$ cat config.mk
export PLATFORM = sky130hd
export DESIGN_NAME = spr_fifo
export DESIGN_NICKNAME = d
export VERILOG_FILES = /design/src/rtl/spr_fifo.sv
export SDC_FILE = /design/constraint.sdc
export NUM_CORES = 1
export LEC_CHECK = 0
export ABC_AREA = 0
export BUFFER_PORTS_ARGS = -buffer_cell sky130_fd_sc_hd__buf_2
export CORE_MARGIN = 5
export CORE_UTILIZATION = 48
export DETAILED_ROUTE_END_ITERATION = 16
export PLACE_DENSITY = 0.86
export SLEW_MARGIN = 20
export SYNTH_ARGS = -nofsm -noshare
export SYNTH_HDL_FRONTEND = slang
export SYNTH_SLANG_ARGS = --single-unit
$ cat constraint.sdc
create_clock -name aclk -period 1.6 [get_ports aclk]
set_input_delay 0.4 -clock aclk [delete_from_list [all_inputs] [get_ports aclk]]
set_output_delay 0.4 -clock aclk [all_outputs]
set_load 0.01 [all_outputs]
$ cat src/rtl/spr_fifo.sv
// ----------------------------------------------------------------------------
// spr_fifo
// Small synchronous fifo with occupancy count; depth is a power of two.
// ----------------------------------------------------------------------------
module spr_fifo #(
    parameter int WIDTH = 8,
    parameter int DEPTH = 2
) (
    input  logic                         aclk,
    input  logic                         aresetn,
    input  logic                         push,
    input  logic [WIDTH-1:0]             push_data,
    output logic                         full,
    input  logic                         pop,
    output logic [WIDTH-1:0]             pop_data,
    output logic                         empty,
    output logic [$clog2(DEPTH+1)-1:0]   count
);
    localparam int PTR_W = $clog2(DEPTH);
    localparam int CNT_W = $clog2(DEPTH + 1);

    logic [WIDTH-1:0] store_reg [DEPTH];
    logic [PTR_W-1:0] wr_ptr_reg, wr_ptr_next;
    logic [PTR_W-1:0] rd_ptr_reg, rd_ptr_next;
    logic [CNT_W-1:0] count_reg, count_next;
    logic             do_push, do_pop;

    assign full     = (count_reg == CNT_W'(DEPTH));
    assign empty    = (count_reg == '0);
    assign count    = count_reg;
    assign pop_data = store_reg[rd_ptr_reg];
    assign do_push  = push && !full;
    assign do_pop   = pop && !empty;

    // pointer and occupancy update
    always_comb begin
        wr_ptr_next = do_push ? wr_ptr_reg + 1'b1 : wr_ptr_reg;
        rd_ptr_next = do_pop  ? rd_ptr_reg + 1'b1 : rd_ptr_reg;
        case ({do_push, do_pop})
            2'b10:   count_next = count_reg + 1'b1;
            2'b01:   count_next = count_reg - 1'b1;
            default: count_next = count_reg;
        endcase
    end

    always_ff @(posedge aclk) begin
        if (!aresetn) begin
            wr_ptr_reg <= '0;
            rd_ptr_reg <= '0;
            count_reg  <= '0;
        end else begin
            wr_ptr_reg <= wr_ptr_next;
            rd_ptr_reg <= rd_ptr_next;
            count_reg  <= count_next;
        end
    end

    // storage
    always_ff @(posedge aclk) begin
        if (do_push) begin
            store_reg[wr_ptr_reg] <= push_data;
        end
    end

endmodule

; Word level (Yosys, flattened, before mapping)
; Memory sizes are Yosys's and may differ from the RTL's. A register that Yosys moved wholly into a read port is not among the register bits.
; Cells that the tools add are included.
[totals]
register_bits = 4
ramBits = 16
in_bits = 12
out_inout_bits = 12
word_cells = 22
n_memories = 1
[classes]
addsub = 4
eq_ne = 3
muxes = 5
n_reduce_logical = 6
[mem_list]
columns = name, words, width, read_ports, rd_clocked_by_memory_dff, write_ports, line_no
row1 = store_reg, 2, 8, 1, 1, 1, 22  ; logic [WIDTH-1:0] store_reg [DEPTH];
[ops]
columns = op, n
row1 = "equality test 2 bit, second input constant", 2
row2 = two-way mux 1 bit, 4
row3 = case mux 2 bit (2 select lines), 1
row4 = "adder 1 bit, second input constant", 2
row5 = "adder 2 x 1 -> 2 bit, second input constant", 1
row6 = "equality test 2 x 1 -> 1 bit, second input constant", 1
row7 = logical AND 1 bit, 2
row8 = zero test 1 bit, 2
row9 = zero test 2 bit, 1
row10 = nonzero test 2 bit, 1
row11 = "subtractor 2 x 1 -> 2 bit, second input constant", 1

; Logic depth before layout (Yosys ltp)
[logic_depth]
depth_word = 5
ltp_mapped = 6
mapped_depth_nobuf = 6

; Least setup slack after synthesis
; Ideal clock, no wire load.
[synth_timing]
kind = flip-flop to flip-flop
from = reg count_reg[0], in the netlist count[0]
to = reg count_reg[1], in the netlist count[1]
setup_time_ps = 70
arrival_time_ps = 1454
t_required_ps = 1530
path_slack_ps = 76
path_stages_with_launch = 6
path_buffers = 0
synth_period_minus_slack_ps = 1524
cell_sequence = dfxtp_1 -> nand2b_2 -> nand2_1 -> ha_1 -> or3_1 -> a21boi_1
[synth_between]
elab_chain_cells = 5
word_cells_on_any_way = 12
classes_between = add/sub: 2 / eq/ne: 3 / mux: 1 / reduce/logical: 6
[synth_rtl]
columns = item, line_no
row1 = from (decl), 25  ; logic [CNT_W-1:0] count_reg, count_next;
row2 = from (signal assigned), 54  ; count_reg <= count_next;
row3 = equality test 2 bit or zero test 2 bit (tied branches), "28, 29"
row4 = zero test 1 bit (on tied branches), "32, 33"
row5 = logical AND 1 bit (on tied branches), "32, 33"
row6 = equality test 2 x 1 -> 1 bit or equality test 2 bit (tied branches), 39  ; case ({do_push, do_pop})
row7 = case mux 2 bit (2 select lines) or nonzero test 2 bit (tied branches), n/a
; Several ways; a longest one is shown, not always the timed one.
; A chain may end at the register's enable or synchronous reset.

==> impl_results.md <==
- Slew Limit Fails: 0
- Design area: roughly 1100 µm²
- Synthesis-to-finish area growth: 31.2%
- Peak VDD IR: 1.06 mV
- Layout Skew: around 6.4 ps
- Slowest Stage Delay on Critical Path: approximately 450 ps
- Max reg flops: 16
- CTS Hold Bufs: 0
- First-pass DRT Iterations: 1
- Post-route DRC: 0
- Die Span Y: roughly 51 µm
- Core Box Area: approximately 1600 µm²
- Crit end category: primary output
- Largest net degree at the start of global routing: 12
- Clk slew on worst S/H paths: 110 ps
- Accumulated negative setup slack: 0 ps
- Final core occ: 68.2%
- Yosys reg bits: 21
- Post-synth net total: between 60 and 70
- # rows: 14
- Detailed Route Iter0 Violations: 0
- Final Setup Violations: 0
- Num CTS Buffers: 3
- Max-Cap Viols: 0
- Least-Margin Pin Slew: ~380 ps
- Slowest stage cell on the critical path: dfxtp_4
- Syn Std Cell Area: 811 µm²
- CTS tree: built
- Outcome: completed
- Root Driver: clkbuf_4
- Worst path buffer plus inverter count: 1
- Vias: between 400 and 500
- DR WL/cell: around 15 µm
- Filler Cells Inserted: approximately 120
- Die area: 2610 µm²
- Gpl congestion: between 0.7 and 0.8
- Worst hold path class: in2reg
- Antenna-violating nets left: 0
- Leak: roughly 0.44 nW
- PD cells: around 1600 nW/µm²
- First-pass GRT wire length: 2300 µm
- Clk_lat worst skew: a little under 300 ps
- Unrepaired setup endpoints after global routing: true
- WS Path Type: reg2out
- Crit-path cells: mux2_4 -> buf_6
- CP delay by family, top: flip-flops
- Yosys cell types: 18
- H-tree Lvls: 1
- Initial Utilization: a little over half
- Peak fanout along the critical path: 8
- Share of cells above drive strength 1: around half
- Avg Cell Area, Syn: 15.9 µm²
- Cell count after synthesis: 51
- I/O Pins: 24
- CP required: 1200 ps
- Vias in the first global route: 537
- CP arrival: between 1000 and 1500 ps
- Final min period: roughly 1600 ps
- Synth warn: 0
- Seq/Total Area, Yosys: 71.6%
- Clock buffer depth: 2
- Initial antenna violation count: 0
- Final cycle utilization of the critical path: between 90% and 100%
- Routed wire length: roughly 1400 µm
- Vias per std cell: approximately 5.1
- TritonCTS Sinks: 21
- Relative slew slack: about three quarters
- Reg-to-Reg Start: count[1]
- Placed Area: 950 µm²
- Port bufs: 23
- Upper clock frequency limit: approximately 630 MHz
- Total gr overflow: 0
- Startpoint types: flip-flop
- DPL Wire Length: roughly 1000 µm
- Min-delay src: push_data[1]
- Final hold violation count: 0
- Diode count: 0
- # nets final: 92
- Die X: 51.1 µm
- Tot GR Track Use: between 10% and 20%
## logic make-up (layout without fill, tap and decap cells)
family	count (synthesis)	after routing	share of synthesized area [%]
adders and majority gates	1	1	1.54
xor gates and xnor gates	3	3	3.24
muxes	8	8	11.1
buffers and inverters	4	31	1.85
AOI/OAI and AO/OA	5	5	4.01
and+or+nand+nor	9	9	6.64
DFF	21	21	71.6
## cell usage after synthesis
master | number | area share, %
clkbuf_1 | 1 | 0.46
nand2_1 | 1 | 0.46
nor2_1 | 1 | 0.46
inv_1 | 2 | 0.93
xnor2_1 | 3 | 3.2
a21boi_1 | 2 | 1.9
ha_1 | 1 | 1.5
edfxtp_1 | 16 | 59
inv_2 | 1 | 0.46
dfxtp_1 | 5 | 12
and2_1 | 1 | 0.77
mux2_2 | 8 | 11
nor2b_1 | 2 | 1.5
and3_1 | 1 | 0.77
o21ai_0 | 2 | 1.2
o21a_1 | 1 | 0.93
nand2b_2 | 1 | 1.1
or3_1 | 2 | 1.5
## power breakdown
group | internal [mW] | switching (mW)
registers | 0.717 | 0.0924
logic | 0.405 | 0.279
clock network | 0.0969 | 0.146
total | 1.22 | 0.517
## routing by layer
layer	wire length, µm	track usage (%)
met2	745	22.5
met1	553	12.5
met4	20	4.04
met5	0	0
met3	81	3.49
## repair_timing
action / in CTS / in global routing
endpoints found under the setup margin: 8 / 17
buffers inserted: 0 / 0
gates resized for setup: 2 / 19
## area by class of cell
class	instances	area, µm²	area share (%)
Multi-Input combinational cell	26	245	23.1
Sequential cell	21	588	55.3
Clock buffer	4	26.3	2.47
Inverter	3	11.3	1.06
Tap cell	16	20.0	1.88
Timing Repair Buffer	24	173	16.2
## cell usage in the layout (no fill, tap or decap)
master and n:
or3_1 2, clkbuf_4 3, o21ai_0 2, inv_1 2, buf_2 15, nor2_1 1
o21a_1 1, dfxtp_1 3, inv_2 1, dfxtp_4 2, clkbuf_1 1, nand2_1 1
nand2b_2 1, edfxtp_1 16, nor2b_1 2, and2_1 1, a21boi_1 2, buf_6 8
xnor2_1 3, mux2_4 8, and3_1 1, buf_4 1, ha_1 1
## worst register-to-register path, cell delays in order, from the launching register on
cell	delay (ps)
dfxtp_1	370
o21a_1	230
ha_1	320
or3_1	360
a21boi_1	140
## final timing paths
check / end / slack, ps / depth (start not counted)
setup / recovery: pop_data[3] / 10 / 2
hold / removal: store_reg[0][1] / 290 / 1
setup reg to reg: count[1] / 110 / 4
hold reg to reg: wr_ptr_reg / 510 / 2
## through the flow
step / hold slack [ps] / power [mW] / std cells / worst slack [ps]
after floorplan: 457 / 1.13 / 51 / 76.4
after global placement: 473 / 1.32 / 90 / 123
after detailed placement: 495 / 1.35 / 90 / 53.5
after CTS: 276 / 1.60 / 94 / -8.16
after global routing: 264 / 1.86 / 94 / -59.7
final: 287 / 1.74 / 94 / 13.2
Power figures use the tool's default switching activity.
