--- src/rtl/spr_pkg.sv ---
// ----------------------------------------------------------------------------
// spr_pkg
// Shared types, constants and lookup functions of the synth patch register
// store: command beats between front and back end, output beats, the
// sequencer states, the default patch and the mode scaling table.
// ----------------------------------------------------------------------------
package spr_pkg;

    // widest patch index over the parameter range (128 banks x 128 programs)
    localparam int IDX_MAX_W      = 14;
    localparam int NUM_OPERATORS  = 8;
    localparam int CMD_FIFO_DEPTH = 2;
    localparam int OUT_FIFO_DEPTH = 4;
    localparam int OUT_CNT_W      = $clog2(OUT_FIFO_DEPTH + 1);

    // request kinds on the input tuser
    localparam logic [1:0] REQ_WRITE  = 2'd0;
    localparam logic [1:0] REQ_READ   = 2'd1;
    localparam logic [1:0] REQ_DEFINE = 2'd2;

    // patch byte map
    localparam logic [6:0] ADDR_FREQ_LO   = 7'h02;
    localparam logic [6:0] ADDR_MODE      = 7'h1C;
    localparam logic [6:0] ADDR_FEEDBACK  = 7'h1F;
    localparam logic [6:0] ADDR_KEY_SHIFT = 7'h40;
    localparam logic [5:0] IMG_MODE       = 6'h1C;
    localparam logic [5:0] IMG_RSVD_A     = 6'h1D;
    localparam logic [5:0] IMG_RSVD_B     = 6'h1E;
    localparam logic [5:0] IMG_FREQ_HI0   = 6'h00;
    localparam logic [5:0] IMG_FREQ_LO0   = 6'h01;
    localparam logic [2:0] IMG_VOL_GROUP  = 3'b010;
    localparam logic [5:0] IMG_LAST       = 6'h3F;

    localparam logic [7:0] DEFAULT_MODE      = 8'd4;
    localparam logic [7:0] DEFAULT_KEY_SHIFT = 8'd0;

    typedef enum logic [1:0] {
        CMD_WR_BYTE,
        CMD_WR_KEY,
        CMD_DEFINE,
        CMD_READ
    } spr_cmd_kind_t;

    typedef struct packed {
        spr_cmd_kind_t          kind;
        logic                   in_range;
        logic                   bank_nz;
        logic [IDX_MAX_W-1:0]   idx;
        logic [IDX_MAX_W-1:0]   alt_idx;
        logic [5:0]             byte_addr;
        logic [7:0]             value;
        logic [7:0]             volume;
    } spr_cmd_t;

    typedef struct packed {
        logic [7:0] key_shift;
        logic       last;
        logic [7:0] value;
        logic [5:0] addr;
    } spr_beat_t;

    typedef enum logic [2:0] {
        ST_CLEAR,
        ST_IDLE,
        ST_MARK_SELF,
        ST_MARK_ALT,
        ST_MODE,
        ST_EMIT,
        ST_DRAIN
    } spr_state_t;

    // fixed default patch image
    function automatic logic [7:0] default_byte(input logic [5:0] a);
        logic [7:0] b;
        case (a)
            6'h02:        b = 8'h10;
            6'h10:        b = 8'hFF;
            6'h11:        b = 8'd17;
            6'h18:        b = 8'h36;
            6'h1C:        b = 8'd4;
            6'h1F:        b = 8'h80;
            6'h21:        b = 8'd64;
            6'h22:        b = 8'd1;
            6'h23:        b = 8'd32;
            6'h26, 6'h27: b = 8'hFF;
            default:      b = 8'h00;
        endcase
        return b;
    endfunction

    // operators whose volume follows midi volume, per mode
    function automatic logic [7:0] scale_mask(input logic [7:0] mode);
        logic [7:0] m;
        case (mode)
            8'd0:    m = 8'hFF;
            8'd1:    m = 8'h0F;
            8'd2:    m = 8'h0F;
            8'd3:    m = 8'h03;
            8'd4:    m = 8'h01;
            8'd5:    m = 8'h33;
            8'd6:    m = 8'h55;
            8'd7:    m = 8'h01;
            8'd8:    m = 8'h03;
            8'd9:    m = 8'h01;
            8'd10:   m = 8'h0F;
            8'd11:   m = 8'h03;
            8'd12:   m = 8'h01;
            default: m = 8'h00;
        endcase
        return m;
    endfunction

endpackage

--- src/rtl/spr_front.sv ---
// ----------------------------------------------------------------------------
// spr_front
// Input front end: range checks, patch index and byte classification.
// Beats that change nothing and produce nothing are dropped here.
// ----------------------------------------------------------------------------
module spr_front #(
    parameter int NUM_BANKS         = 4,
    parameter int PROGRAMS_PER_BANK = 128
) (
    input  logic              s_tvalid,
    output logic              s_tready,
    input  logic [31:0]       s_tdata,
    input  logic [1:0]        s_tuser,
    input  logic              clearing,
    input  logic              cmd_full,
    output logic              cmd_push,
    output spr_pkg::spr_cmd_t cmd_data
);
    import spr_pkg::*;

    logic [1:0]  bank;
    logic [6:0]  prog;
    logic [6:0]  byte_addr;
    logic [7:0]  write_value;
    logic [7:0]  midi_volume;
    logic        in_range;
    logic        writable;
    logic        keep;
    logic [31:0] idx_full;

    assign bank        = s_tdata[1:0];
    assign prog        = s_tdata[8:2];
    assign byte_addr   = s_tdata[15:9];
    assign write_value = s_tdata[23:16];
    assign midi_volume = s_tdata[31:24];

    assign s_tready = !cmd_full && !clearing;

    // patch index and range
    always_comb begin
        in_range = (32'(bank) < 32'(NUM_BANKS)) && (32'(prog) < 32'(PROGRAMS_PER_BANK));
        idx_full = 32'(bank) * 32'(PROGRAMS_PER_BANK) + 32'(prog);
        writable = byte_addr inside {[ADDR_FREQ_LO:ADDR_MODE],
                                     [ADDR_FEEDBACK:ADDR_KEY_SHIFT]};
    end

    // classify the beat
    always_comb begin
        cmd_data.in_range  = in_range;
        cmd_data.bank_nz   = (bank != 2'd0);
        cmd_data.idx       = idx_full[IDX_MAX_W-1:0];
        cmd_data.alt_idx   = IDX_MAX_W'(prog);
        cmd_data.byte_addr = byte_addr[5:0];
        cmd_data.value     = write_value;
        cmd_data.volume    = midi_volume;
        cmd_data.kind      = CMD_READ;
        keep               = 1'b0;
        case (s_tuser)
            REQ_WRITE: begin
                keep          = in_range && writable;
                cmd_data.kind = (byte_addr == ADDR_KEY_SHIFT) ? CMD_WR_KEY : CMD_WR_BYTE;
            end
            REQ_READ: begin
                keep          = 1'b1;
                cmd_data.kind = CMD_READ;
            end
            REQ_DEFINE: begin
                keep          = in_range;
                cmd_data.kind = CMD_DEFINE;
            end
            default: begin
                keep = 1'b0;
            end
        endcase
    end

    assign cmd_push = s_tvalid && s_tready && keep;

endmodule

--- config.mk ---
export PLATFORM = sky130hd
export DESIGN_NAME = spr_front
export DESIGN_NICKNAME = d
export VERILOG_FILES = /design/src/rtl/spr_pkg.sv /design/src/rtl/spr_front.sv
export SDC_FILE = /design/constraint.sdc
export NUM_CORES = 1
export LEC_CHECK = 0
export BUFFER_PORTS_ARGS = -buffer_cell sky130_fd_sc_hd__buf_4
export CAP_MARGIN = 20
export CORE_MARGIN = 5
export CORE_UTILIZATION = 26
export DETAILED_ROUTE_END_ITERATION = 16
export PLACE_DENSITY = 0.8
export SLEW_MARGIN = 20
export SYNTH_ARGS = -nofsm -noshare
export SYNTH_HDL_FRONTEND = slang
export SYNTH_SLANG_ARGS = --single-unit
--- constraint.sdc ---
create_clock -name vclk -period 1.9
set_clock_uncertainty 0.15 [all_clocks]
set_input_delay 0.475 -clock vclk [all_inputs]
set_output_delay 0.475 -clock vclk [all_outputs]
set_load 0.01 [all_outputs]
After elaboration in Yosys (flattened, before gate mapping)
Index checks and enable logic that the tools add are counted.
{"block": "word_totals", "regBits": 0, "wordCells": 22}
{"block": "op_classes", "n_addsub": 1, "order_cmp": 4, "n_eq_ne": 3, "n_mux": 3, "n_reduce_logical": 11}
{"op": "9-bit by 7-bit adder with 10-bit output", "n": 1}
{"op": "7-bit equality test, second input constant", "n": 1}
{"op": "7-bit by 2-bit >= comparator with 1-bit output, second input constant", "n": 1}
{"op": "7-bit by 5-bit >= comparator with 1-bit output, second input constant", "n": 1}
{"op": "7-bit by 5-bit less-or-equal comparator with 1-bit output, second input constant", "n": 1}
{"op": "7-bit less-or-equal comparator, second input constant", "n": 1}
{"op": "1-bit logical AND", "n": 5}
{"op": "2-bit case mux with 2 select lines", "n": 1}
{"op": "2-bit nonzero test", "n": 2}
{"op": "2-bit by 1-bit equality test with 1-bit output, second input constant", "n": 1}
{"op": "2-bit equality test, second input constant", "n": 1}
{"op": "1-bit logical NOT", "n": 2}
{"op": "2-bit logical NOT", "n": 1}
{"op": "1-bit case mux with 2 select lines", "n": 1}
{"op": "2-bit OR reduction", "n": 1}
{"op": "1-bit two-way mux", "n": 1}

Depth between registers and ports, before layout
{"block": "logic_depth", "word_depth": 5, "ltp_mapped": 5}

Least setup slack after synthesis
No wires, ideal clock.
{"block": "synth_path", "kind": "input -> output", "start": "input port s_tdata[13]", "end": "output port cmd_push", "t_arrival_ps": 1387, "t_required_ps": 1275, "path_slack_ps": -112, "path_stages": 3, "path_cell_list": "or4_1 -> o41ai_1 -> a21oi_1"}
{"block": "synth_via", "elab_chain_cells": 5, "elab_cells_between_ends": 9, "cone_classes": "order compare (4); mux (1); reduce/logical (4)"}
{"item": "from (decl)", "line": "spr_front.sv:12", "text": "input logic [31:0] s_tdata,"}
{"item": "7-bit by 2-bit >= comparator with 1-bit output (tied with other cells)", "line": "spr_front.sv:43", "text": "writable = byte_addr inside {[ADDR_FREQ_LO:ADDR_MODE],"}
{"item": "1-bit logical AND", "line": "spr_front.sv:43"}
{"item": "2-bit nonzero test *", "line": "spr_front.sv:43"}
{"item": "1-bit case mux with 2 select lines *", "line": "spr_front.sv:58", "text": "case (s_tuser)"}
{"item": "1-bit logical AND *", "line": "spr_front.sv:77", "text": "assign cmd_push = s_tvalid && s_tready && keep;"}
{"item": "to (decl)", "line": "spr_front.sv:16", "text": "output logic cmd_push,"}
Mark *: on every way between the ends. The rest lies on a longest branch, timed or not.

Worst setup path in the final report
{"block": "layout_path", "start": "input port s_tdata[11]", "end": "output port cmd_push"}
Same word-level chain as after synthesis.

==> results.rst <==
.. list-table::
   :header-rows: 1

   * - Metric
     - Value
   * - Via count normalized by instance count
     - 4.05
   * - Final net count
     - 110
   * - Fin util
     - 0.265
   * - Reported leakage power
     - 0.274 nW
   * - Average wire per standard cell
     - 12.7 um
   * - Placed cell area
     - 488 sq um
   * - Iter 0 DRT Violations
     - 5
   * - Cts-stage hold buffer count
     - 0
   * - Final-layout worst hold slack
     - 0.800 ns
   * - Setup repair after global routing missed its margin
     - true
   * - Global-route wire length before repair
     - 1.87 mm
   * - Count of fill cells added during filler insertion
     - 238
   * - Power, Total
     - 0.111 mW
   * - Minimum clock period
     - 2.19 ns
   * - Total track usage
     - 0.0709
   * - Mean post-synth cell area
     - 7.31 sq um
   * - Data required time at the worst endpoint
     - 1.27 ns
   * - Part of the cycle the worst path needs
     - 1.15
   * - Instance count of the mapped netlist
     - 76
   * - Initial Utilization
     - 0.278
   * - Worst hold-check path type
     - input port to primary output
   * - Routability cong.
     - 0.708
   * - Yosys cell types
     - 17
   * - Largest fanout on the critical path
     - 2
   * - Count of final setup violators
     - 1
   * - Post-CTS setup repair buffer count
     - 0
   * - Pwr/cell area
     - 209 nW/um^2
   * - Port Buffer Count
     - 27
   * - Floorplan die width
     - 56.2 um
   * - Crit start category
     - input port
   * - Fmax achieved
     - 0.457 GHz
   * - HPWL after DPL
     - 1.04 mm
   * - Warnings from Yosys
     - 0
   * - DRC Markers
     - 0
   * - Result of the run
     - finished, violations left
   * - Share of final-layout standard cells stronger than drive strength 1
     - 0.582
   * - Sum of overflow across all layers after global routing
     - 0
   * - N_diodes
     - 0
   * - Failing checks
     - negative setup slack
   * - Post-synth design cell area
     - 556 sq um
   * - Total of clock buffers placed in the layout
     - 0
   * - Final sequential cell count
     - 0
   * - Site Rows
     - 16
   * - Portion of the post-synthesis area used by sequential elements
     - 0
   * - Overall die height
     - 56.2 um
   * - Count of pins on the block boundary
     - 93
   * - Maximum number of pins on one net before global-route repair
     - 5
   * - Drt pass-1 iters
     - 4
   * - Commonest cells after routing, fill and taps aside
     - sky130_fd_sc_hd__buf_4 (27), sky130_fd_sc_hd__conb_1 (13), sky130_fd_sc_hd__buf_6 (4), sky130_fd_sc_hd__nor2_1 (3), sky130_fd_sc_hd__ha_1 (3)
   * - Worst setup slack after layout
     - -0.288 ns
   * - Routed WL
     - 1.19 mm
   * - Final count of pins violating max slew
     - 0
   * - Area occupied by registers
     - 0 sq um
   * - Via count of the first global-routing pass
     - 395
   * - Max IR drop VDD
     - 0.0000645 V
   * - Number of hold violations in the final report
     - 0
   * - Kind of end point of the critical path
     - primary output
   * - Core area
     - 2000 sq um
   * - Final cell count without fillers
     - 94
   * - Via count of the routed design
     - 381
   * - Final setup TNS
     - -0.288 ns
   * - Critical path arrival
     - 1.56 ns
   * - Initial antenna violation count
     - 0
   * - Dpl cells
     - 94
   * - Post-route cell area
     - 531 sq um
   * - Most common cell after layout, fill and taps aside
     - sky130_fd_sc_hd__buf_4
   * - Count of max-cap constraint violations
     - 0
   * - Relative area change from synthesis to final layout
     - -4.50%
   * - Die outline area
     - 3160 sq um
   * - Pre-CTS setup slack
     - -0.420 ns
   * - Remaining antenna violation count
     - 0
   * - Setup CP Type
     - input port to primary output
==> where the power goes <==
part / total, mW / internal, mW / switching [mW] / leakage (nW)
Clock: 0 / 0 / 0 / 0
Combinational: 0.111 / 0.0577 / 0.0532 / 0.274
Sequential: 0 / 0 / 0 / 0
Total: 0.111 / 0.0577 / 0.0532 / 0.274
==> final timing paths <==
path | cells after the start | to | start
hold / removal | 0 | cmd_data[14] | s_tdata[22]
setup / recovery | 5 | cmd_push | s_tdata[11]
==> metal layers <==
metal / vias to the layer above / share of wire / track usage
li1: 160 / - / -
met1: 164 / 0.33 / 0.0776
met2: 44 / 0.43 / 0.112
met3: 13 / 0.19 / 0.0348
met4: 0 / 0.046 / 0.0373
met5: - / 0 / 0
==> layout make-up <==
class	instances	area (sq um)	share of cell area
well taps	27	33.8	0.0637
multi-input cells	33	233	0.439
inverters	3	16.3	0.0307
repair buffers	31	248	0.467
==> synth_stat cells, types with 2 or more instances <==
cell                       n  area, sq um
sky130_fd_sc_hd__inv_1     3         11.3
sky130_fd_sc_hd__a21oi_1   2         10.0
sky130_fd_sc_hd__ha_1      4         50.1
sky130_fd_sc_hd__conb_1    2         7.51
sky130_fd_sc_hd__nor2_1    3         11.3
sky130_fd_sc_hd__buf_4    51          383
==> worst max-delay path, cell delays in order <==
cell and delay, ns:
sky130_fd_sc_hd__buf_6 0.09, sky130_fd_sc_hd__or4_4 0.53, sky130_fd_sc_hd__o41ai_2 0.22, sky130_fd_sc_hd__a21oi_1 0.09
sky130_fd_sc_hd__buf_4 0.16
==> repair_timing <==
| action | in CTS | in global routing |
|---|---|---|
| resized for setup | 12 | 0 |
| setup endpoints to repair | 2 | 2 |
| pin swaps | 5 | 0 |
==> cells by family after synthesis <==
family / share of synthesized area
compound gates: 0.0586
other cells: 0.0135
xor+xnor: 0.0158
fa+ha+maj: 0.0901
buf+inv: 0.709
simple gates: 0.113
(Power assumes the default switching activity.)
